--- src/rtl/game_pad_poll_decoder_unit_assert.svh ---
// Assertion macros shared by the game pad poll decoder RTL.
// Depends on a clock named clk and an active-low reset named rst_n in the including scope.
`ifndef GAME_PAD_POLL_DECODER_UNIT_ASSERT_SVH
`define GAME_PAD_POLL_DECODER_UNIT_ASSERT_SVH

`ifndef SYNTH
// Check a property on every clock edge outside of reset.
`define GPPD_ASSERT(lbl, prop, msg) \
  lbl: assert property (@(posedge clk) disable iff (!rst_n) (prop)) else $error(msg);
// Check a property on every clock edge, reset included.
`define GPPD_ASSERT_ALWAYS(lbl, prop, msg) \
  lbl: assert property (@(posedge clk) (prop)) else $error(msg);
`else
`define GPPD_ASSERT(lbl, prop, msg)
`define GPPD_ASSERT_ALWAYS(lbl, prop, msg)
`endif

`endif

--- src/rtl/gppd_pkg.sv ---
// Package of the game pad poll decoder: payload types, controller kinds,
// configuration indexes and protocol constants. No dependencies.
package gppd_pkg;

  // Configuration port geometry.
  localparam int unsigned CFG_IDX_W  = 3;
  localparam int unsigned CFG_DATA_W = 8;

  // Configuration register indexes.
  localparam logic [CFG_IDX_W-1:0] CFG_ID_DIGITAL  = 3'd0;
  localparam logic [CFG_IDX_W-1:0] CFG_ID_RED      = 3'd1;
  localparam logic [CFG_IDX_W-1:0] CFG_ID_GREEN    = 3'd2;
  localparam logic [CFG_IDX_W-1:0] CFG_ID_PRESSURE = 3'd3;
  localparam logic [CFG_IDX_W-1:0] CFG_ID_NEGCON   = 3'd4;

  // Reset values of the id registers.
  localparam logic [7:0] ID_DIGITAL_RST  = 8'h41;
  localparam logic [7:0] ID_RED_RST      = 8'h73;
  localparam logic [7:0] ID_GREEN_RST    = 8'h53;
  localparam logic [7:0] ID_PRESSURE_RST = 8'h79;
  localparam logic [7:0] ID_NEGCON_RST   = 8'h23;

  // Command bytes sent to the controller.
  localparam logic [7:0] TX_START = 8'h01;
  localparam logic [7:0] TX_POLL  = 8'h42;
  localparam logic [7:0] TX_IDLE  = 8'hFF;

  // Axis bias and layout constants.
  localparam logic [7:0] AXIS_BIAS = 8'h80;
  localparam logic [3:0] NIBBLE_MASK = 4'hF;

  // Received byte numbers within one poll.
  localparam logic [3:0] BYTE_ID     = 4'd1;
  localparam logic [3:0] BYTE_BTN_LO = 4'd3;
  localparam logic [3:0] BYTE_BTN_HI = 4'd4;
  localparam logic [3:0] BYTE_AX_0   = 4'd5;
  localparam logic [3:0] BYTE_AX_1   = 4'd6;
  localparam logic [3:0] BYTE_AX_2   = 4'd7;
  localparam logic [3:0] BYTE_LAST   = 4'd8;

  // Input command codes.
  localparam logic CMD_START = 1'b0;
  localparam logic CMD_EXCH  = 1'b1;

  typedef enum logic [2:0] {
    KIND_NONE     = 3'd0,
    KIND_DIGITAL  = 3'd1,
    KIND_RED      = 3'd2,
    KIND_GREEN    = 3'd3,
    KIND_PRESSURE = 3'd4,
    KIND_NEGCON   = 3'd5
  } kind_t;

  typedef enum logic {
    OP_START = 1'b0,
    OP_EXCH  = 1'b1
  } op_t;

  typedef struct packed {
    logic       command;
    logic [7:0] rx_byte;
  } in_item_t;

  typedef struct packed {
    logic [7:0]        tx_byte;
    logic              tx_valid;
    logic              attention;
    logic              report_valid;
    logic [7:0]        buttons_main;
    logic [3:0]        buttons_misc;
    logic [3:0]        hat;
    logic signed [7:0] axis_x;
    logic signed [7:0] axis_y;
    logic signed [7:0] axis_rx;
    logic signed [7:0] axis_ry;
  } out_item_t;

  // One classified item as it travels through the queue.
  typedef struct packed {
    op_t        op;
    logic [7:0] rx_byte;
    kind_t      kind;
  } q_entry_t;

  // Queue status seen by the front and back.
  typedef struct packed {
    logic full;
    logic not_empty;
  } q_status_t;

endpackage

--- src/rtl/game_pad_poll_decoder_unit.sv ---
// Game pad poll decoder, host side of a controller poll.
//
// Input channel (in_valid, in_stall, in_data): each transfer is either a start
// (command 0) or one finished byte exchange (command 1) with the received byte.
// Result channel (out_valid, out_stall, out_data): one result per input
// transfer, in order: the next byte to send, the select line state and the
// report built so far, final where report_valid is set.
// Configuration port (cfg_we, cfg_idx, cfg_wdata): writes the five controller
// id registers; write only while no item is in flight.
// Each input item is registered in the queue and then in the output register
// before its result is valid.
// Throughput: one item per cycle while the output is not stalled; the back end
// takes one queued item each cycle when the output register is free or draining.
// A stalled result holds in the output register while the queue of QUEUE_DEPTH
// entries keeps taking input; in_stall rises only when that queue is full.
// Reset clears the queue, the poll state and the report and restores the
// default ids; no result is pending after reset.
// Uses gppd_pkg, gppd_front, gppd_queue and gppd_back.
module game_pad_poll_decoder_unit #(
  parameter int unsigned QUEUE_DEPTH = 2
) (
  input  logic                            clk,
  input  logic                            rst_n,
  input  logic                            cfg_we,
  input  logic [gppd_pkg::CFG_IDX_W-1:0]  cfg_idx,
  input  logic [gppd_pkg::CFG_DATA_W-1:0] cfg_wdata,
  input  logic                            in_valid,
  output logic                            in_stall,
  input  gppd_pkg::in_item_t              in_data,
  output logic                            out_valid,
  input  logic                            out_stall,
  output gppd_pkg::out_item_t             out_data
);
  import gppd_pkg::*;

  logic      push, pop;
  q_entry_t  push_entry, head;
  q_status_t q_status;

  assign in_stall = q_status.full;

  // Accept and classify input transfers.
  gppd_front u_front (
    .clk        (clk),
    .rst_n      (rst_n),
    .cfg_we     (cfg_we),
    .cfg_idx    (cfg_idx),
    .cfg_wdata  (cfg_wdata),
    .in_valid   (in_valid),
    .in_data    (in_data),
    .q_status   (q_status),
    .push       (push),
    .push_entry (push_entry)
  );

  // Decouple the front from the back.
  gppd_queue #(
    .DEPTH (QUEUE_DEPTH)
  ) u_queue (
    .clk        (clk),
    .rst_n      (rst_n),
    .push       (push),
    .push_entry (push_entry),
    .pop        (pop),
    .head       (head),
    .status     (q_status)
  );

  // Sequence the poll and decode the report.
  gppd_back u_back (
    .clk       (clk),
    .rst_n     (rst_n),
    .head      (head),
    .q_status  (q_status),
    .pop       (pop),
    .out_valid (out_valid),
    .out_stall (out_stall),
    .out_data  (out_data)
  );

endmodule

--- src/rtl/gppd_front.sv ---
// Front of the game pad poll decoder: holds the id registers, accepts input
// items and classifies each one (operation and matched controller kind). Uses gppd_pkg.
module gppd_front (
  input  logic                                clk,
  input  logic                                rst_n,
  input  logic                                cfg_we,
  input  logic [gppd_pkg::CFG_IDX_W-1:0]      cfg_idx,
  input  logic [gppd_pkg::CFG_DATA_W-1:0]     cfg_wdata,
  input  logic                                in_valid,
  input  gppd_pkg::in_item_t                  in_data,
  input  gppd_pkg::q_status_t                 q_status,
  output logic                                push,
  output gppd_pkg::q_entry_t                  push_entry
);
  import gppd_pkg::*;

  logic [7:0] id_digital_r, id_red_r, id_green_r, id_pressure_r, id_negcon_r;
  kind_t      match_kind;

  // Configuration writes to the id registers.
  always_ff @(posedge clk) begin
    if (!rst_n) begin
      id_digital_r  <= ID_DIGITAL_RST;
      id_red_r      <= ID_RED_RST;
      id_green_r    <= ID_GREEN_RST;
      id_pressure_r <= ID_PRESSURE_RST;
      id_negcon_r   <= ID_NEGCON_RST;
    end else if (cfg_we) begin
      case (cfg_idx)
        CFG_ID_DIGITAL:  id_digital_r  <= cfg_wdata;
        CFG_ID_RED:      id_red_r      <= cfg_wdata;
        CFG_ID_GREEN:    id_green_r    <= cfg_wdata;
        CFG_ID_PRESSURE: id_pressure_r <= cfg_wdata;
        CFG_ID_NEGCON:   id_negcon_r   <= cfg_wdata;
        default: ;
      endcase
    end
  end

  // Match the received byte against the ids; the first match wins.
  always_comb begin
    if (in_data.rx_byte == id_digital_r) begin
      match_kind = KIND_DIGITAL;
    end else if (in_data.rx_byte == id_red_r) begin
      match_kind = KIND_RED;
    end else if (in_data.rx_byte == id_green_r) begin
      match_kind = KIND_GREEN;
    end else if (in_data.rx_byte == id_pressure_r) begin
      match_kind = KIND_PRESSURE;
    end else if (in_data.rx_byte == id_negcon_r) begin
      match_kind = KIND_NEGCON;
    end else begin
      match_kind = KIND_NONE;
    end
  end

  // A transfer enters the queue whenever the queue has room.
  assign push               = in_valid && !q_status.full;
  assign push_entry.op      = (in_data.command == CMD_START) ? OP_START : OP_EXCH;
  assign push_entry.rx_byte = in_data.rx_byte;
  assign push_entry.kind    = match_kind;

endmodule

--- src/rtl/gppd_queue.sv ---
// Short FIFO between the front and back of the game pad poll decoder.
// Uses gppd_pkg and the assertion macro header.
module gppd_queue #(
  parameter int unsigned DEPTH = 2
) (
  input  logic                clk,
  input  logic                rst_n,
  input  logic                push,
  input  gppd_pkg::q_entry_t  push_entry,
  input  logic                pop,
  output gppd_pkg::q_entry_t  head,
  output gppd_pkg::q_status_t status
);
  import gppd_pkg::*;
  `include "game_pad_poll_decoder_unit_assert.svh"

  localparam int unsigned PTR_W = (DEPTH > 1) ? $clog2(DEPTH) : 1;
  localparam int unsigned CNT_W = $clog2(DEPTH + 1);
  localparam logic [PTR_W-1:0] LAST_PTR = PTR_W'(DEPTH - 1);
  localparam logic [CNT_W-1:0] FULL_CNT = CNT_W'(DEPTH);

  q_entry_t         mem_r [DEPTH];
  logic [PTR_W-1:0] wr_ptr_r, wr_ptr_nxt;
  logic [PTR_W-1:0] rd_ptr_r, rd_ptr_nxt;
  logic [CNT_W-1:0] count_r, count_nxt;

  // Pointer and fill count update.
  always_comb begin
    wr_ptr_nxt = wr_ptr_r;
    rd_ptr_nxt = rd_ptr_r;
    count_nxt  = count_r;
    if (push) begin
      wr_ptr_nxt = (wr_ptr_r == LAST_PTR) ? '0 : wr_ptr_r + PTR_W'(1);
    end
    if (pop) begin
      rd_ptr_nxt = (rd_ptr_r == LAST_PTR) ? '0 : rd_ptr_r + PTR_W'(1);
    end
    if (push && !pop) begin
      count_nxt = count_r + CNT_W'(1);
    end else if (pop && !push) begin
      count_nxt = count_r - CNT_W'(1);
    end
  end

  always_ff @(posedge clk) begin
    if (!rst_n) begin
      wr_ptr_r <= '0;
      rd_ptr_r <= '0;
      count_r  <= '0;
    end else begin
      wr_ptr_r <= wr_ptr_nxt;
      rd_ptr_r <= rd_ptr_nxt;
      count_r  <= count_nxt;
    end
  end

  // Entry storage.
  always_ff @(posedge clk) begin
    if (push) begin
      mem_r[wr_ptr_r] <= push_entry;
    end
  end

  assign head             = mem_r[rd_ptr_r];
  assign status.full      = (count_r == FULL_CNT);
  assign status.not_empty = (count_r != '0);

  `GPPD_ASSERT(a_q_no_overflow, count_r <= FULL_CNT, "queue fill count beyond depth")
  `GPPD_ASSERT(a_q_pop_nonempty, pop |-> status.not_empty, "queue popped while empty")
  `GPPD_ASSERT(a_q_push_room, push |-> !status.full, "queue pushed while full")
  `GPPD_ASSERT(a_q_ptrs_empty, (count_r == '0) |-> (wr_ptr_r == rd_ptr_r),
               "queue pointers differ while empty")

endmodule

--- src/rtl/gppd_back.sv ---
// Back of the game pad poll decoder: poll sequencing, report decoding and
// the output register. Uses gppd_pkg and the assertion macro header.
module gppd_back (
  input  logic                clk,
  input  logic                rst_n,
  input  gppd_pkg::q_entry_t  head,
  input  gppd_pkg::q_status_t q_status,
  output logic                pop,
  output logic                out_valid,
  input  logic                out_stall,
  output gppd_pkg::out_item_t out_data
);
  import gppd_pkg::*;
  `include "game_pad_poll_decoder_unit_assert.svh"

  logic       active_r, active_nxt;
  logic [3:0] idx_r, idx_nxt;
  kind_t      kind_r, kind_nxt;
  logic [7:0] main_r, main_nxt;
  logic [3:0] misc_r, misc_nxt;
  logic [3:0] hat_r, hat_nxt;
  logic [7:0] ax_x_r, ax_x_nxt, ax_y_r, ax_y_nxt;
  logic [7:0] ax_rx_r, ax_rx_nxt, ax_ry_r, ax_ry_nxt;
  logic       out_valid_r, out_valid_nxt;
  out_item_t  out_data_r, out_item_nxt;

  logic       neg, finish;
  logic [7:0] d, tx;
  logic       txv, rv;

  // Take the next queued item whenever the output register is free or draining.
  assign pop = q_status.not_empty && (!out_valid_r || !out_stall);
  assign d   = head.rx_byte;
  assign neg = (kind_r == KIND_NEGCON);

  // Poll sequencing and report decoding of one item.
  always_comb begin
    active_nxt = active_r;
    idx_nxt    = idx_r;
    kind_nxt   = kind_r;
    main_nxt   = main_r;
    misc_nxt   = misc_r;
    hat_nxt    = hat_r;
    ax_x_nxt   = ax_x_r;
    ax_y_nxt   = ax_y_r;
    ax_rx_nxt  = ax_rx_r;
    ax_ry_nxt  = ax_ry_r;
    tx         = '0;
    txv        = 1'b0;
    rv         = 1'b0;
    finish     = 1'b0;
    if (head.op == OP_START) begin
      main_nxt   = '0;
      misc_nxt   = '0;
      hat_nxt    = '0;
      ax_x_nxt   = '0;
      ax_y_nxt   = '0;
      ax_rx_nxt  = '0;
      ax_ry_nxt  = '0;
      active_nxt = 1'b1;
      idx_nxt    = '0;
      kind_nxt   = KIND_NONE;
      tx         = TX_START;
      txv        = 1'b1;
    end else if (active_r) begin
      case (idx_r)
        BYTE_ID: begin
          kind_nxt = head.kind;
          finish   = (head.kind == KIND_NONE);
        end
        BYTE_BTN_LO: begin
          if (!d[3]) misc_nxt[1] = 1'b1;
          hat_nxt = ~d[7:4] & NIBBLE_MASK;
          if (!neg) begin
            if (!d[0]) misc_nxt[0] = 1'b1;
            if (kind_r != KIND_DIGITAL) begin
              if (!d[1]) misc_nxt[2] = 1'b1;
              if (!d[2]) misc_nxt[3] = 1'b1;
            end
          end
        end
        BYTE_BTN_HI: begin
          if (!d[3]) main_nxt[7] = 1'b1;
          if (!d[4]) main_nxt[3] = 1'b1;
          if (!d[5]) main_nxt[1] = 1'b1;
          if (!neg) begin
            if (!d[0]) main_nxt[4] = 1'b1;
            if (!d[1]) main_nxt[5] = 1'b1;
            if (!d[2]) main_nxt[6] = 1'b1;
            if (!d[6]) main_nxt[0] = 1'b1;
            if (!d[7]) main_nxt[2] = 1'b1;
            finish = (kind_r == KIND_DIGITAL);
          end
        end
        BYTE_AX_0: begin
          if (neg) ax_x_nxt = d ^ AXIS_BIAS;
          else     ax_rx_nxt = d ^ AXIS_BIAS;
        end
        BYTE_AX_1: begin
          // Negcon: (128 - b) * 2 wraps to minus twice the byte.
          if (neg) begin
            if (d > AXIS_BIAS) ax_ry_nxt = 8'd0 - {d[6:0], 1'b0};
          end else begin
            ax_ry_nxt = d ^ AXIS_BIAS;
          end
        end
        BYTE_AX_2: begin
          // Negcon: (b + 128) * 2 wraps to twice the byte.
          if (neg) begin
            if (d < AXIS_BIAS) ax_ry_nxt = {d[6:0], 1'b0};
          end else begin
            ax_x_nxt = d ^ AXIS_BIAS;
          end
        end
        BYTE_LAST: begin
          if (neg) begin
            if (d > AXIS_BIAS) main_nxt[6] = 1'b1;
          end else begin
            ax_y_nxt = d ^ AXIS_BIAS;
          end
          finish = 1'b1;
        end
        default: begin
          // The first and third bytes carry nothing; a byte past the last ends the poll.
          finish = (idx_r > BYTE_LAST);
        end
      endcase
      if (finish) begin
        active_nxt = 1'b0;
        idx_nxt    = '0;
        rv         = 1'b1;
      end else begin
        tx      = (idx_r == '0) ? TX_POLL : TX_IDLE;
        txv     = 1'b1;
        idx_nxt = idx_r + 4'd1;
      end
    end
  end

  // Result of the item, built from the updated report.
  always_comb begin
    out_item_nxt.tx_byte      = tx;
    out_item_nxt.tx_valid     = txv;
    out_item_nxt.attention    = txv;
    out_item_nxt.report_valid = rv;
    out_item_nxt.buttons_main = main_nxt;
    out_item_nxt.buttons_misc = misc_nxt;
    out_item_nxt.hat          = hat_nxt;
    out_item_nxt.axis_x       = ax_x_nxt;
    out_item_nxt.axis_y       = ax_y_nxt;
    out_item_nxt.axis_rx      = ax_rx_nxt;
    out_item_nxt.axis_ry      = ax_ry_nxt;
  end

  // Output register valid flag.
  always_comb begin
    out_valid_nxt = out_valid_r;
    if (pop) begin
      out_valid_nxt = 1'b1;
    end else if (!out_stall) begin
      out_valid_nxt = 1'b0;
    end
  end

  // Control state.
  always_ff @(posedge clk) begin
    if (!rst_n) begin
      active_r    <= 1'b0;
      idx_r       <= '0;
      kind_r      <= KIND_NONE;
      main_r      <= '0;
      misc_r      <= '0;
      hat_r       <= '0;
      ax_x_r      <= '0;
      ax_y_r      <= '0;
      ax_rx_r     <= '0;
      ax_ry_r     <= '0;
      out_valid_r <= 1'b0;
    end else begin
      out_valid_r <= out_valid_nxt;
      if (pop) begin
        active_r <= active_nxt;
        idx_r    <= idx_nxt;
        kind_r   <= kind_nxt;
        main_r   <= main_nxt;
        misc_r   <= misc_nxt;
        hat_r    <= hat_nxt;
        ax_x_r   <= ax_x_nxt;
        ax_y_r   <= ax_y_nxt;
        ax_rx_r  <= ax_rx_nxt;
        ax_ry_r  <= ax_ry_nxt;
      end
    end
  end

  // Output payload register.
  always_ff @(posedge clk) begin
    if (pop) begin
      out_data_r <= out_item_nxt;
    end
  end

  assign out_valid = out_valid_r;
  assign out_data  = out_data_r;

  `GPPD_ASSERT(a_idle_index, !active_r |-> (idx_r == '0), "byte index set with no poll")
  `GPPD_ASSERT(a_index_range, idx_r <= BYTE_LAST, "byte index past the last byte")
  `GPPD_ASSERT(a_report_ends, (out_valid_r && out_data_r.report_valid) |->
               (!out_data_r.tx_valid && !out_data_r.attention),
               "report given while another exchange is requested")
  `GPPD_ASSERT(a_kind_after_id, (active_r && idx_r > BYTE_ID) |-> (kind_r != KIND_NONE),
               "poll continues past the id with no controller kind")

endmodule
--- config.mk ---
export PLATFORM = sky130hd
export DESIGN_NAME = game_pad_poll_decoder_unit
export DESIGN_NICKNAME = d
export VERILOG_FILES = /design/src/rtl/gppd_pkg.sv /design/src/rtl/game_pad_poll_decoder_unit.sv /design/src/rtl/gppd_front.sv /design/src/rtl/gppd_queue.sv /design/src/rtl/gppd_back.sv
export VERILOG_INCLUDE_DIRS = /design/src /design/src/rtl
export SDC_FILE = /design/constraint.sdc
export NUM_CORES = 1
export LEC_CHECK = 0
export ABC_AREA = 1
export BUFFER_PORTS_ARGS = -buffer_cell sky130_fd_sc_hd__clkbuf_2
export CAP_MARGIN = 20
export CORE_AREA = 2 2 131 133
export DETAILED_ROUTE_END_ITERATION = 8
export DIE_AREA = 0 0 133 135
export PLACE_DENSITY = 0.76
export SLEW_MARGIN = 20
export SYNTH_ARGS = -nofsm -noshare
export SYNTH_HDL_FRONTEND = slang
export SYNTH_HIERARCHICAL = 1
export SYNTH_SLANG_ARGS = --single-unit
--- constraint.sdc ---
create_clock -name clk -period 2.8 [get_ports clk]
set_clock_uncertainty 0.15 [all_clocks]
set_input_delay 0.28 -clock clk [delete_from_list [all_inputs] [get_ports clk]]
set_output_delay 0.28 -clock clk [all_outputs]
set_load 0.01 [all_outputs]
Yosys cells after proc, flatten, opt, wreduce, memory -nomap -nowiden:

Memory sizes are Yosys's and may differ from the RTL's. A register that Yosys moved wholly into a read port is not among the register bits.
Cells that the tools add are included.

* register bits after elaboration: 159
* logic and storage cells: 176
* bits in writable memories: 24
* memories: 1

Memory list
* u_queue.mem_r: depth 2, width 12, read ports 1, clocked after memory_dff 1, wr ports 1, RTL line gppd_queue.sv:22 `q_entry_t mem_r [DEPTH];`

* bitwise logic cells: 4
* magnitude comparators: 3
* eq/ne operators: 23
* add/subtract/negate cells: 6
* reductions and logical operators: 25
* multiplexer cells: 84

Operator list (number)
* $mux 8: 21
* $eq 8x8->1: 5
* $mux 1: 36
* $mux 4: 9
* $pmux 8 s2: 2
* $mux 3: 9
* $eq 4x3->1 const B: 4
* $reduce_and 2->1: 7
* $gt 8x8->1 const B: 1
* $lt 8x8->1 const B: 1
* $mux 2: 4
* $sub 1x8->8 const A: 1
* $eq 3x1->1 const B: 2
* $eq 3x2->1 const B: 2
* $eq 3x3->1 const B: 2
* $logic_not 3->1: 2
* $mux 6: 1
* $logic_not 1->1: 5
* $add 4x1->4 const B: 1
* $eq 4x1->1 const B: 1
* $eq 4x2->1 const B: 1
* $eq 4x4->1 const B: 1
* $gt 4x4->1 const B: 1
* $logic_and 1x1->1: 4
* 17 further kinds: 22

Longest topological paths before layout:

Gate-level depths: netlist (run 1).

* depth after elaboration: 8
* mapped depth: 15
* depth with buffers taken out: 14

Hierarchy:

Netlist (run 1), hierarchy kept.

Modules (own cells, without submodules)
* gppd_back: cells an instance 684, instances 1, area an instance 5586.6 um2
* gppd_front: cells an instance 306, instances 1, area an instance 2107.0 um2
* gppd_queue: cells an instance 72, instances 1, area an instance 1132.3 um2

Least setup slack after synthesis (run 1):

No wires, ideal clock.

* path type: register -> register
* start point: register u_queue.count_r[0]
* end point: register u_queue.count_r[1]
* data arrival time: 2.512 ns
* stages on the path, launching flop included: 14
* data required time: 2.586 ns
* path slack: 0.075 ns
* buffers on the path: 2
* cells stage by stage: dfxtp_1 -> inv_1 -> nand2_1 -> nand2_1 -> inv_1 -> clkbuf_1 -> buf_2 -> inv_1 -> ha_1 -> inv_1 -> nand3_1 -> nand2_1 -> inv_1 -> nor2_1

RTL lines
* from (decl): RTL line gppd_queue.sv:25 `logic [CNT_W-1:0] count_r, count_nxt;`
* from (signal assigned): RTL line gppd_queue.sv:53 `count_r <= count_nxt;`

==> flow_summary.ini, run 1 <==
[run_status]
status = complete, no violations

[yosys]
number_of_nets_produced_by_synthesis = 1093
postSynthRegisterBits = 179
dominant_combinational_cell_family_by_area_after_synthesis = simple AND/OR/NAND/NOR gates
synth_cell_type_count = 45
syn_avg_cell_area_um2 = 8.31
synth-warning-count = 6
synth_edf_count = 77
synthXorXnorAreaFrac_pct = 3.27
synth-simple-area-share_pct = 21.2
synthesis.instances = 1062
synth_area_um2 = 8830
synth-compound-area-share_pct = 13.3
synth_fa_ha_area_share_pct = 0.851
synth_flop_cell = dfxtp_1
sequential_fraction_of_the_synthesis_area_pct = 49.3
postSynth.asyncResetShare_pct = 0
post_synth_mux_area_share_pct = 1.96

[clock_tree]
clk_path_buf_depth = 2
clock_tree.root_cell = clkbuf_16
clk_transition_reported_paths_ns = 0.06
cts_num_sinks = 179
clock_tree.htree_level_count = 4
tritoncts = yes
tritoncts.num_buffers = 17
clk_latency_ns = 0.43
postCtsSetupBuffers = 0

[setup_path]
r2r_cells = 13
timing.critical_path.to_type = register
worst-r2r-setup-slack_ns = 0.34
worstSetupStartpointType = register
timing.critical_path.required_ns = 3.01
path_class = register to register
crit_arrival_ns = 2.67
worst_r2r_endpoint = u_back/ax_ry_r[5]
path_max_fanout = 7

[routing]
drt-total-wl_um = 19400
post_drt_wl_per_cell_um = 14.1
post_detailed_route_drc_marker_count = 0
route.detailed.vias_per_inst = 5.25
drt_iter0_markers = 553
postRouteAntennaNets = 0
via_count = 7195
iteration_count_of_the_initial_detailed_routing_pass = 7

[floorplanning]
rows = 47
boundaryPins = 86
core_region_area_um2 = 16400
floorplan.die_area_um2 = 18000
die_w_um = 133
die_height_um = 135
starting_density_of_the_core_pct = 53.8

[worst_hold_path]
hold_path_end = u_front/id_red_r[5]
worstHoldPathCells = 3
hold_path_startpoint = cfg_wdata[5]
holdCritPathClass = input port to register

[finish]
layout.filler_cells = 1420
final_common_cell = nand2_1
design.final.nets = 1169
commonest_non_fill_non_tap_cells_in_the_layout = nand2_1, inv_1, nor2_1
postLayoutCoreUtil_pct = 61.0
antenna_cells_inserted = 0
layoutNonFillerInstCount = 1371
final_layout_size_suffix_gt1_share_pct = 16.9
multiInputGateArea_um2 = 3580
synthToLayoutAreaGrowth_pct = 13.4
seqCellArea_um2 = 4360

[global_routing]
grt_max_degree = 73
grt_antenna_before_repair = 0
grt_pass1_vias = 6686
grt_usage_pct = 22.5
grt_remaining_overflow = 0
grt_first_pass_wirelength_um = 32000

[pwr]
pwr_density_cell_nw_per_um2 = 945
power.total_uw = 9460
total_leakage_power_uw = 0.00446
power.ir.vdd_worst_v = 0.000661

[timing]
max_freq_ghz = 0.407
rsz0062_at_grt = no
worst_slew_margin_rel_pct = 52.2
timing_hold_violations_final = 0
setup-violations-final = 0
layout_setup_ws_ns = 0.340
fin_crit_sh_pct = 87.9
fin_tns_setup_ns = 0
maxSlewViolCount = 0
pin_slew_with_the_least_headroom_to_its_limit_ns = 0.717
period_needed_ns = 2.46

[job]
max-cap-violations = 0

[placement]
post-place-cells = 1330
buffer_ports.inserted = 85
place.gp.congestion = 0.943
preCtsSetupSlack_ns = 0.255
dp_hpwl_um = 13600
==> kinds of logic after synthesis <==
logic type,Yosys count
AND/OR/NAND/NOR,439
XOR/XNOR,33
buffers and inverters,202
multiplexers,12
flip-flops,179
AO/OA/AOI/OAI,191
adder cells (fa/ha/maj),6
==> power breakdown <==
part	internal, uW	switching, uW	leakage, uW
logic	1060	2100	0.00261
registers	3690	363	0.00159
clock network	1260	986	0.000267
total	6010	3450	0.00446
==> flip-flops by register name, indices dropped and copies added (netlist names), named ones only <==
name                   cells
u_back/hat_r               4
u_queue/mem_r             24
u_front/id_negcon_r        8
u_back/ax_y_r              8
u_queue/rd_ptr_r           1
u_queue/count_r            2
u_front/id_green_r         8
u_back/idx_r               4
u_back/ax_x_r              8
u_front/id_red_r           8
u_back/active_r            1
u_back/out_valid           1
u_back/kind_r              3
u_back/out_data           53
u_front/id_pressure_r      8
u_back/misc_r              4
u_back/ax_rx_r             8
u_front/id_digital_r       8
u_back/main_r              8
u_back/ax_ry_r             8
u_queue/wr_ptr_r           1
==> metrics by stage <==
stage	instance area [um2]	hold slack [ns]
finish	10000	0.0233
CTS	10000	0.00428
global placement	9360	0.295
floorplan	8830	0.243
detailed placement	9360	0.309
global route	10000	0.0328
==> synth_stat cells, types with 5 or more instances <==
cell type / instances / area share, %
nand3_2: 5 / 0.57
xor2_1: 10 / 0.99
inv_1: 130 / 5.5
inv_2: 9 / 0.38
buf_4: 17 / 1.4
mux2_4: 10 / 1.7
o211ai_1: 18 / 1.5
nand3_1: 55 / 3.1
clkbuf_1: 18 / 0.77
ha_1: 6 / 0.85
edfxtp_1: 77 / 26
o221ai_1: 7 / 0.69
buf_2: 18 / 1.0
nor2_1: 120 / 5.1
o21a_1: 8 / 0.68
xnor2_1: 23 / 2.3
a21oi_1: 51 / 2.9
o21ai_0: 75 / 4.3
dfxtp_1: 102 / 23
nand2_1: 237 / 10
a211oi_1: 8 / 0.68
o211ai_2: 8 / 1.1
a21oi_2: 8 / 0.79
==> how the worst max path moves through the flow <==
stage | startpoint | endpoint | slack, ns | depth (start not counted)
2_1_floorplan | u_queue/count_r[0] | u_queue/count_r[1] | 0.07 | 13
6_report | register | u_back/ax_ry_r[5] | 0.34 | 13
3_5_place_dp | register | u_back/ax_ry_r[2] | 0.26 | 13
5_1_grt | register | u_back/ax_ry_r[4] | 0.05 | 13
3_3_place_gp | register | u_back/ax_ry_r[5] | 0.33 | 13
4_1_cts | register | u_back/ax_ry_r[2] | 0.22 | 13
==> final cells by class <==
cell class	count	area share [%]
Timing Repair Buffer	117	7.00
Inverter	142	5.37
Multi-Input combinational cell	681	35.8
Sequential cell	179	43.5
Clock buffer	22	4.54
Tap cell	220	2.75
Clock inverter	10	1.01
==> repair_timing <==
action	in CTS	in global routing
hold buffers	9	0
endpoints found under the setup margin	0	10
hold endpoints to repair	18	0
gates resized for setup	0	1
==> critical path, cell delays in order (launching register included) <==
cell and delay [ns]:
dfxtp_2 0.44, mux2_2 0.39, inv_1 0.09, ha_1 0.20
inv_1 0.05, nor2_1 0.17, nand4_1 0.18, nand2_1 0.23
nand2_1 0.08, o21ai_0 0.09, nand2_1 0.08, nand2_1 0.06
nand2_1 0.06, a21oi_1 0.12
==> per-layer routing <==
| layer | vias to the layer above | wire length [um] | global-route usage, % |
|---|---|---|---|
| li1 | 3588 | - | - |
| met1 | 3295 | 8190 | 26.9 |
| met2 | 258 | 9390 | 38.3 |
| met3 | 54 | 1030 | 4.39 |
| met4 | 0 | 774 | 12.4 |
| met5 | - | 0 | 0 |
Power figures use the tool's default switching activity.
==> run 2, diff against run 1 <==
--- a/config.mk
+++ b/config.mk
@@ -6,13 +6,12 @@
 export SDC_FILE = /design/constraint.sdc
 export NUM_CORES = 1
 export LEC_CHECK = 0
-export ABC_AREA = 1
 export BUFFER_PORTS_ARGS = -buffer_cell sky130_fd_sc_hd__clkbuf_2
 export CAP_MARGIN = 20
-export CORE_AREA = 2 2 131 133
+export CORE_AREA = 2 2 130 132
 export DETAILED_ROUTE_END_ITERATION = 8
-export DIE_AREA = 0 0 133 135
-export PLACE_DENSITY = 0.76
+export DIE_AREA = 0 0 132 134
+export PLACE_DENSITY = 0.75
 export SLEW_MARGIN = 20
 export SYNTH_ARGS = -nofsm -noshare
 export SYNTH_HDL_FRONTEND = slang
==> run 2 against run 1 <==
- wire length up 4.8%
- maximum frequency down 8.0%
- die area is 1.5% lower
- global-route usage up 1.2 points
- critical endpoint is now u_back/out_data[7]
- sequential share of layout area grew 1.5 points
- sequential power fell by 15%
- core utilization fell by 1.6 points
- synthesized cell count fell by 18%
- combinational power fell by 34%
- highest routed layer unchanged
- area after synthesis decreased by 4.1%
==> flow_summary.ini, run 2 <==
[run_status]
status = complete, no violations

[yosys]
synth_edf_count = 77
synth_top_cells_by_area = edfxtp_1, dfxtp_1, nand2_1
synth_flop_cell = dfxtp_1
postSynth.asyncResetShare_pct = 0
synth_area_um2 = 8460
synth_top_cell_area_share_pct = 27.3
netlist.top_cell.by_area = edfxtp_1
synth_cell_type_count = 75
postSynthRegisterBits = 179
synth-warning-count = 6
syn_avg_cell_area_um2 = 9.77
number_of_nets_produced_by_synthesis = 897
synthesis.instances = 866
synth.most_common_cell = nand2_1
sequential_fraction_of_the_synthesis_area_pct = 51.4
netlist_top_cells_count = nand2_1, dfxtp_1, nor2_1

[clock_tree]
clk_latency_ns = 0.44
cts_num_sinks = 179
clock_tree.htree_level_count = 4
cts.repair.resized = 0
clk_path_buf_depth = 2
tritoncts.num_buffers = 17
tritoncts = yes
clk_transition_reported_paths_ns = 0.07
clock_tree.root_cell = clkbuf_16

[finish]
commonest_non_fill_non_tap_cells_in_the_layout = nand2_1, dfxtp_1, nor2_1
layoutNonFillerInstCount = 1163
flip_flop_count_of_the_largest_register_all_copies_and_words_added = 53
design.final.nets = 961
synthToLayoutAreaGrowth_pct = 14.4
layout.filler_cells = 1387
final_layout_size_suffix_gt1_share_pct = 19.6
antenna_cells_inserted = 0
final_common_cell = nand2_1

[pwr]
total_leakage_power_uw = 0.00368
power.total_uw = 7980
power.ir.vdd_worst_v = 0.000527
pwr_density_cell_nw_per_um2 = 824

[routing]
postRouteAntennaNets = 0
iteration_count_of_the_initial_detailed_routing_pass = 7
route.detailed.vias_per_inst = 5.70
post_drt_wl_per_cell_um = 17.5
drt-total-wl_um = 20300
post_detailed_route_drc_marker_count = 0
drt_iter0_markers = 516
via_count = 6630

[global_routing]
grt_first_pass_wirelength_um = 33000
grt_antenna_before_repair = 0
grt_usage_pct = 23.7
grt_max_degree = 59
grt_pass1_vias = 6390
grt_remaining_overflow = 0

[setup_path]
path_class = register to register
timing.critical_path.to_type = register
crit_path_cell_trace = mux2_2 -> inv_2 -> ha_1 -> or3b_4 -> o21ai_4 -> or2b_1 -> a221oi_2 -> nor2_1
path_max_fanout = 5
critical-path-max-stage-delay_ns = 0.44
slowest_library_cell_on_the_worst_path = or3b_4
worstSetupStartpointType = register
timing.critical_path.required_ns = 2.83
critPathTopFamily = simple AND/OR/NAND/NOR gates
worst-path-buf-inv = 1
crit_arrival_ns = 2.71

[timing]
period_needed_ns = 2.67
max_freq_ghz = 0.374
setup-violations-final = 0
maxSlewViolCount = 0
worst_slew_margin_rel_pct = 42.6
fin_crit_sh_pct = 95.5
timing_hold_violations_final = 0
pin_slew_with_the_least_headroom_to_its_limit_ns = 0.861

[placement]
place.gp.congestion = 0.917
dp_hpwl_um = 13400
post-place-cells = 1124
buffer_ports.inserted = 85

[floorplanning]
boundaryPins = 86
die_height_um = 134
starting_density_of_the_core_pct = 52.0
rows = 47
die_w_um = 132
floorplan.die_area_um2 = 17700
core_region_area_um2 = 16300

[job]
max-cap-violations = 0

[worst_hold_path]
holdCritPathClass = input port to register
## run 2: worst paths after layout
path,from,endpoint,slack (ns),depth (start not counted)
worst max-delay path,register,u_back/out_data[7],0.13,8
worst min-delay path,cfg_wdata[0],u_front/id_pressure_r[0],0.02,3
worst max register to register,register,u_back/out_data[7],0.13,8
worst min register to register,u_back/hat_r[2],u_back/hat_r[2],0.31,2
## run 2: tightest hold or removal path: cells and delay by family
| family | cells | cell delay (ns) |
|---|---|---|
| and+or+nand+nor | 2 | 0.15 |
| buffers and inverters | 1 | 0.16 |
## run 2: power by group
part | total (uW) | leakage [uW] | switching, uW | internal [uW]
logic | 2100 | 0.00180 | 1400 | 702
registers | 3450 | 0.00158 | 178 | 3270
clock network | 2430 | 0.000311 | 1030 | 1400
total | 7980 | 0.00368 | 2610 | 5370
## run 2: stage by stage
stage | instance area (um2) | hold WS (ns) | worst slack [ns] | utilization, % | TNS, ns
after floorplan | 8490 | 0.248 | 0.0113 | - | 0
after global placement | 9000 | 0.292 | 0.171 | 55.3 | 0
after CTS | 9660 | 0.0156 | 0.107 | 59.3 | 0
after global routing | 9680 | 0.0308 | -0.00741 | 59.5 | -0.00741
final | 9680 | 0.0243 | 0.127 | 59.5 | 0
after detailed placement | 9000 | 0.298 | 0.0996 | 55.3 | 0
## run 2: kinds of logic (layout without fill, tap and decap cells)
| family | after synthesis | in the layout | share of synthesized area (%) |
|---|---|---|---|
| xor+xnor | 47 | 47 | 5.04 |
| mux | 32 | 32 | 3.98 |
| flops | 179 | 179 | 51.4 |
| fa+ha+maj | 6 | 6 | 0.887 |
| buf+inv | 92 | 169 | 5.37 |
| compound gates | 194 | 194 | 15.5 |
| simple gates | 316 | 316 | 17.8 |
## run 2: repair_timing
item                                    in CTS  in global routing
endpoints found under the hold margin        7                  0
setup buffers                                0                  3
hold buffers                                 4                  0
endpoints found under the setup margin       0                  2
## run 2: cell type report
class	instances	area [um2]	area share (%)
clock buffer	23	547	5.65
clock inverter	9	73.8	0.762
inverter	18	67.6	0.698
multi-input combinational	595	3660	37.8
sequential	179	4360	45.0
tap	220	275	2.84
timing repair buffer	119	703	7.26
## run 2: routing by layer
layer	track usage, %	part of all wire, %	routed length (um)	vias to the layer above
li1	-	-	-	3173
met1	29.9	42	8540	3164
met2	40.4	50	10100	245
met3	4.46	5.7	1160	48
met4	9.18	2.6	534	0
met5	0	0	0	-
==> run 3, diff against run 2 <==
--- a/config.mk
+++ b/config.mk
@@ -8,10 +8,12 @@
 export LEC_CHECK = 0
 export BUFFER_PORTS_ARGS = -buffer_cell sky130_fd_sc_hd__clkbuf_2
 export CAP_MARGIN = 20
-export CORE_AREA = 2 2 130 132
+export CELL_PAD_IN_SITES_DETAIL_PLACEMENT = 1
+export CELL_PAD_IN_SITES_GLOBAL_PLACEMENT = 1
+export CORE_AREA = 2 2 134 136
 export DETAILED_ROUTE_END_ITERATION = 8
-export DIE_AREA = 0 0 132 134
-export PLACE_DENSITY = 0.75
+export DIE_AREA = 0 0 136 138
+export PLACE_DENSITY_LB_ADDON = 0.1
 export SLEW_MARGIN = 20
 export SYNTH_ARGS = -nofsm -noshare
 export SYNTH_HDL_FRONTEND = slang
==> constraint.sdc (replaced) <==
create_clock -name clk -period 3.3 [get_ports clk]
set_clock_uncertainty 0.15 [all_clocks]
set_input_delay 0.33 -clock clk [delete_from_list [all_inputs] [get_ports clk]]
set_output_delay 0.33 -clock clk [all_outputs]
set_load 0.01 [all_outputs]
==> run 3 against run 2 <==
- die area increased by 6.1%
- combinational power down 15%
- sequential power shrank 15%
- sequential cell count did not move
- core utilization decreased by 4.9 points
- cell count hardly changed
- critical path type unchanged
- global-route usage increased by 2.7 points
- setup slack better by 0.16 ns
- register-to-register slack better by 0.16 ns
- maximum frequency is 11% lower
- final area fell by 1.2%
- largest cell class unchanged
- sequential share of layout area increased by 0.54 points
- largest power group unchanged
==> flow_summary.ini, run 3 (synthesis gave the netlist of run 2 again) <==
[run_status]
status = complete, no violations

[timing]
fin_hold_ws_ns = 0.0177
period_needed_ns = 3.01
rsz0062_at_grt = no
maxSlewViolCount = 0
pin_slew_with_the_least_headroom_to_its_limit_ns = 1.08
worst_slew_margin_rel_pct = 27.8
fin_tns_setup_ns = 0
timing_hold_violations_final = 0
fin_crit_sh_pct = 91.3
max_freq_ghz = 0.332
setup-violations-final = 0

[finish]
antenna_cells_inserted = 0
flip_flop_count_of_the_largest_register_all_copies_and_words_added = 53
final_common_cell = nand2_1
commonest_non_fill_non_tap_cells_in_the_layout = nand2_1, dfxtp_1, nor2_1
layout.filler_cells = 1974
final_layout_size_suffix_gt1_share_pct = 18.8
design.final.nets = 951
synthToLayoutAreaGrowth_pct = 13.0

[routing]
post_drt_wl_per_cell_um = 20.7
route.detailed.vias_per_inst = 5.78
postRouteAntennaNets = 0
via_count = 6722
drt-total-wl_um = 24000
post_detailed_route_drc_marker_count = 0
drt_iter0_markers = 341
iteration_count_of_the_initial_detailed_routing_pass = 5

[setup_path]
timing.critical_path.required_ns = 3.30
worst_r2r_endpoint = u_back/out_data[7]
worst-r2r-setup-slack_ns = 0.29
critPathTopFamily = simple AND/OR/NAND/NOR gates
crit_arrival_ns = 3.02
r2r_cells = 8
timing.critical_path.to_type = register
crit_path_cell_trace = mux2_2 -> inv_1 -> ha_1 -> or3b_4 -> o21ai_4 -> or2b_1 -> a221oi_1 -> nor2_1
slowest_library_cell_on_the_worst_path = or3b_4
path_class = register to register
worst-path-buf-inv = 1
critical-path-max-stage-delay_ns = 0.44
path_max_fanout = 8
worstSetupStartpointType = register

[floorplanning]
floorplan.die_area_um2 = 18800
die_w_um = 136
die_height_um = 138
core_region_area_um2 = 17500
rows = 49
starting_density_of_the_core_pct = 48.3
boundaryPins = 86

[clock_tree]
clk_transition_reported_paths_ns = 0.07
clock_tree.root_cell = clkbuf_16
clk_path_buf_depth = 2
clk_latency_ns = 0.43
cts_num_sinks = 179
tritoncts = yes
tritoncts.num_buffers = 17
clock_tree.htree_level_count = 4
cts.repair.resized = 0

[global_routing]
gr-usage-met3_pct = 3.89
grt_max_degree = 59
grt_usage_pct = 26.3
gr_met2_demand_resource_pct = 48.3
gr-max-usage-layer = met2
grt_antenna_before_repair = 0
grt_remaining_overflow = 0
groute.layer.met1.usage_pct = 30.9
grt_first_pass_wirelength_um = 38400
grt_pass1_vias = 7183

[pwr]
pwr-share-comb_pct = 26.5
internal_dissipation_uw = 4410
pwr_density_cell_nw_per_um2 = 706
p_switching_uw = 2350
share_clk_of_total_power_pct = 30.1
netSwitchingFraction_pct = 34.7
total_leakage_power_uw = 0.00361
power.sequential.fraction_pct = 43.4
power.ir.vdd_worst_v = 0.000394

[worst_hold_path]
hold_path_end = u_back/out_valid
hold_path_startpoint = out_stall
worstHoldPathCells = 3
holdCritPathClass = input port to register

[placement]
buffer_ports.inserted = 85
place.gp.congestion = 0.859
dp_hpwl_um = 16700

[job]
max-cap-violations = 0
## run 3: cell count changes in the layout (fill, tap and decap cells not counted), moves of 2 or more
cell,previous run,this run
inv_8,1,3
clkinv_8,0,2
clkinvlp_4,0,2
buf_4,29,23
clkbuf_16,21,17
dlygate4sd3_1,4,1
## run 3: worst max path at each step
stage                         endpoint  slack, ns  cells after the start
floorplan           u_back/out_data[7]       0.26                     10
global placement    u_back/out_data[7]       0.42                      8
detailed placement  u_back/out_data[7]       0.32                      8
CTS                 u_back/out_data[7]       0.30                      8
global route        u_back/out_data[7]       0.14                      8
finish              u_back/out_data[7]       0.29                      8
## run 3: power by group through the flow
stage	clock network (uW)	logic [uW]	registers (uW)
3_3_place_gp	0	1750	2960
2_1_floorplan	0	925	3110
4_1_cts	2070	1800	2940
6_report	2030	1790	2930
3_5_place_dp	0	1790	2990
5_1_grt	2160	1940	2970
## run 3: area by class of cell
class / count / area (um2) / area share, %
inverters: 18 / 67.6 / 0.706
repair buffers: 109 / 608 / 6.36
clock inverters: 15 / 169 / 1.77
clock buffers: 17 / 425 / 4.45
flip-flops and latches: 179 / 4350 / 45.5
well taps: 229 / 287 / 3.00
multi-input cells: 595 / 3660 / 38.2
## run 3: worst register-to-register path: cells and delay by family (launching register included)
family	cells	cell delay (ns)
and+or+nand+nor	3	0.80
AOI/OAI and AO/OA	2	0.67
DFF	1	0.40
muxes	1	0.37
adders and majority gates	1	0.21
buffers and inverters	1	0.14
## run 3: per-stage QoR
stage	utilization, %	total power (uW)	setup WS, ns	area (um2)	std cells
after floorplan	-	4030	0.261	8470	866
after detailed placement	51.1	4780	0.324	8960	1129
after global routing	54.6	7070	0.136	9570	1162
after global placement	51.1	4710	0.422	8960	1129
after CTS	54.6	6810	0.296	9570	1162
final	54.6	6750	0.286	9570	1162
## run 3: layer usage
layer / vias up / part of all wire, %
li1: 3154 / -
met1: 3374 / 41
met2: 159 / 53
met3: 35 / 3.2
met4: 0 / 2.3
met5: - / 0
## run 3: repair_timing
item,4_1_cts,5_1_grt
buffers inserted,0,0
hold endpoints to repair,2,0
hold buffers,1,0
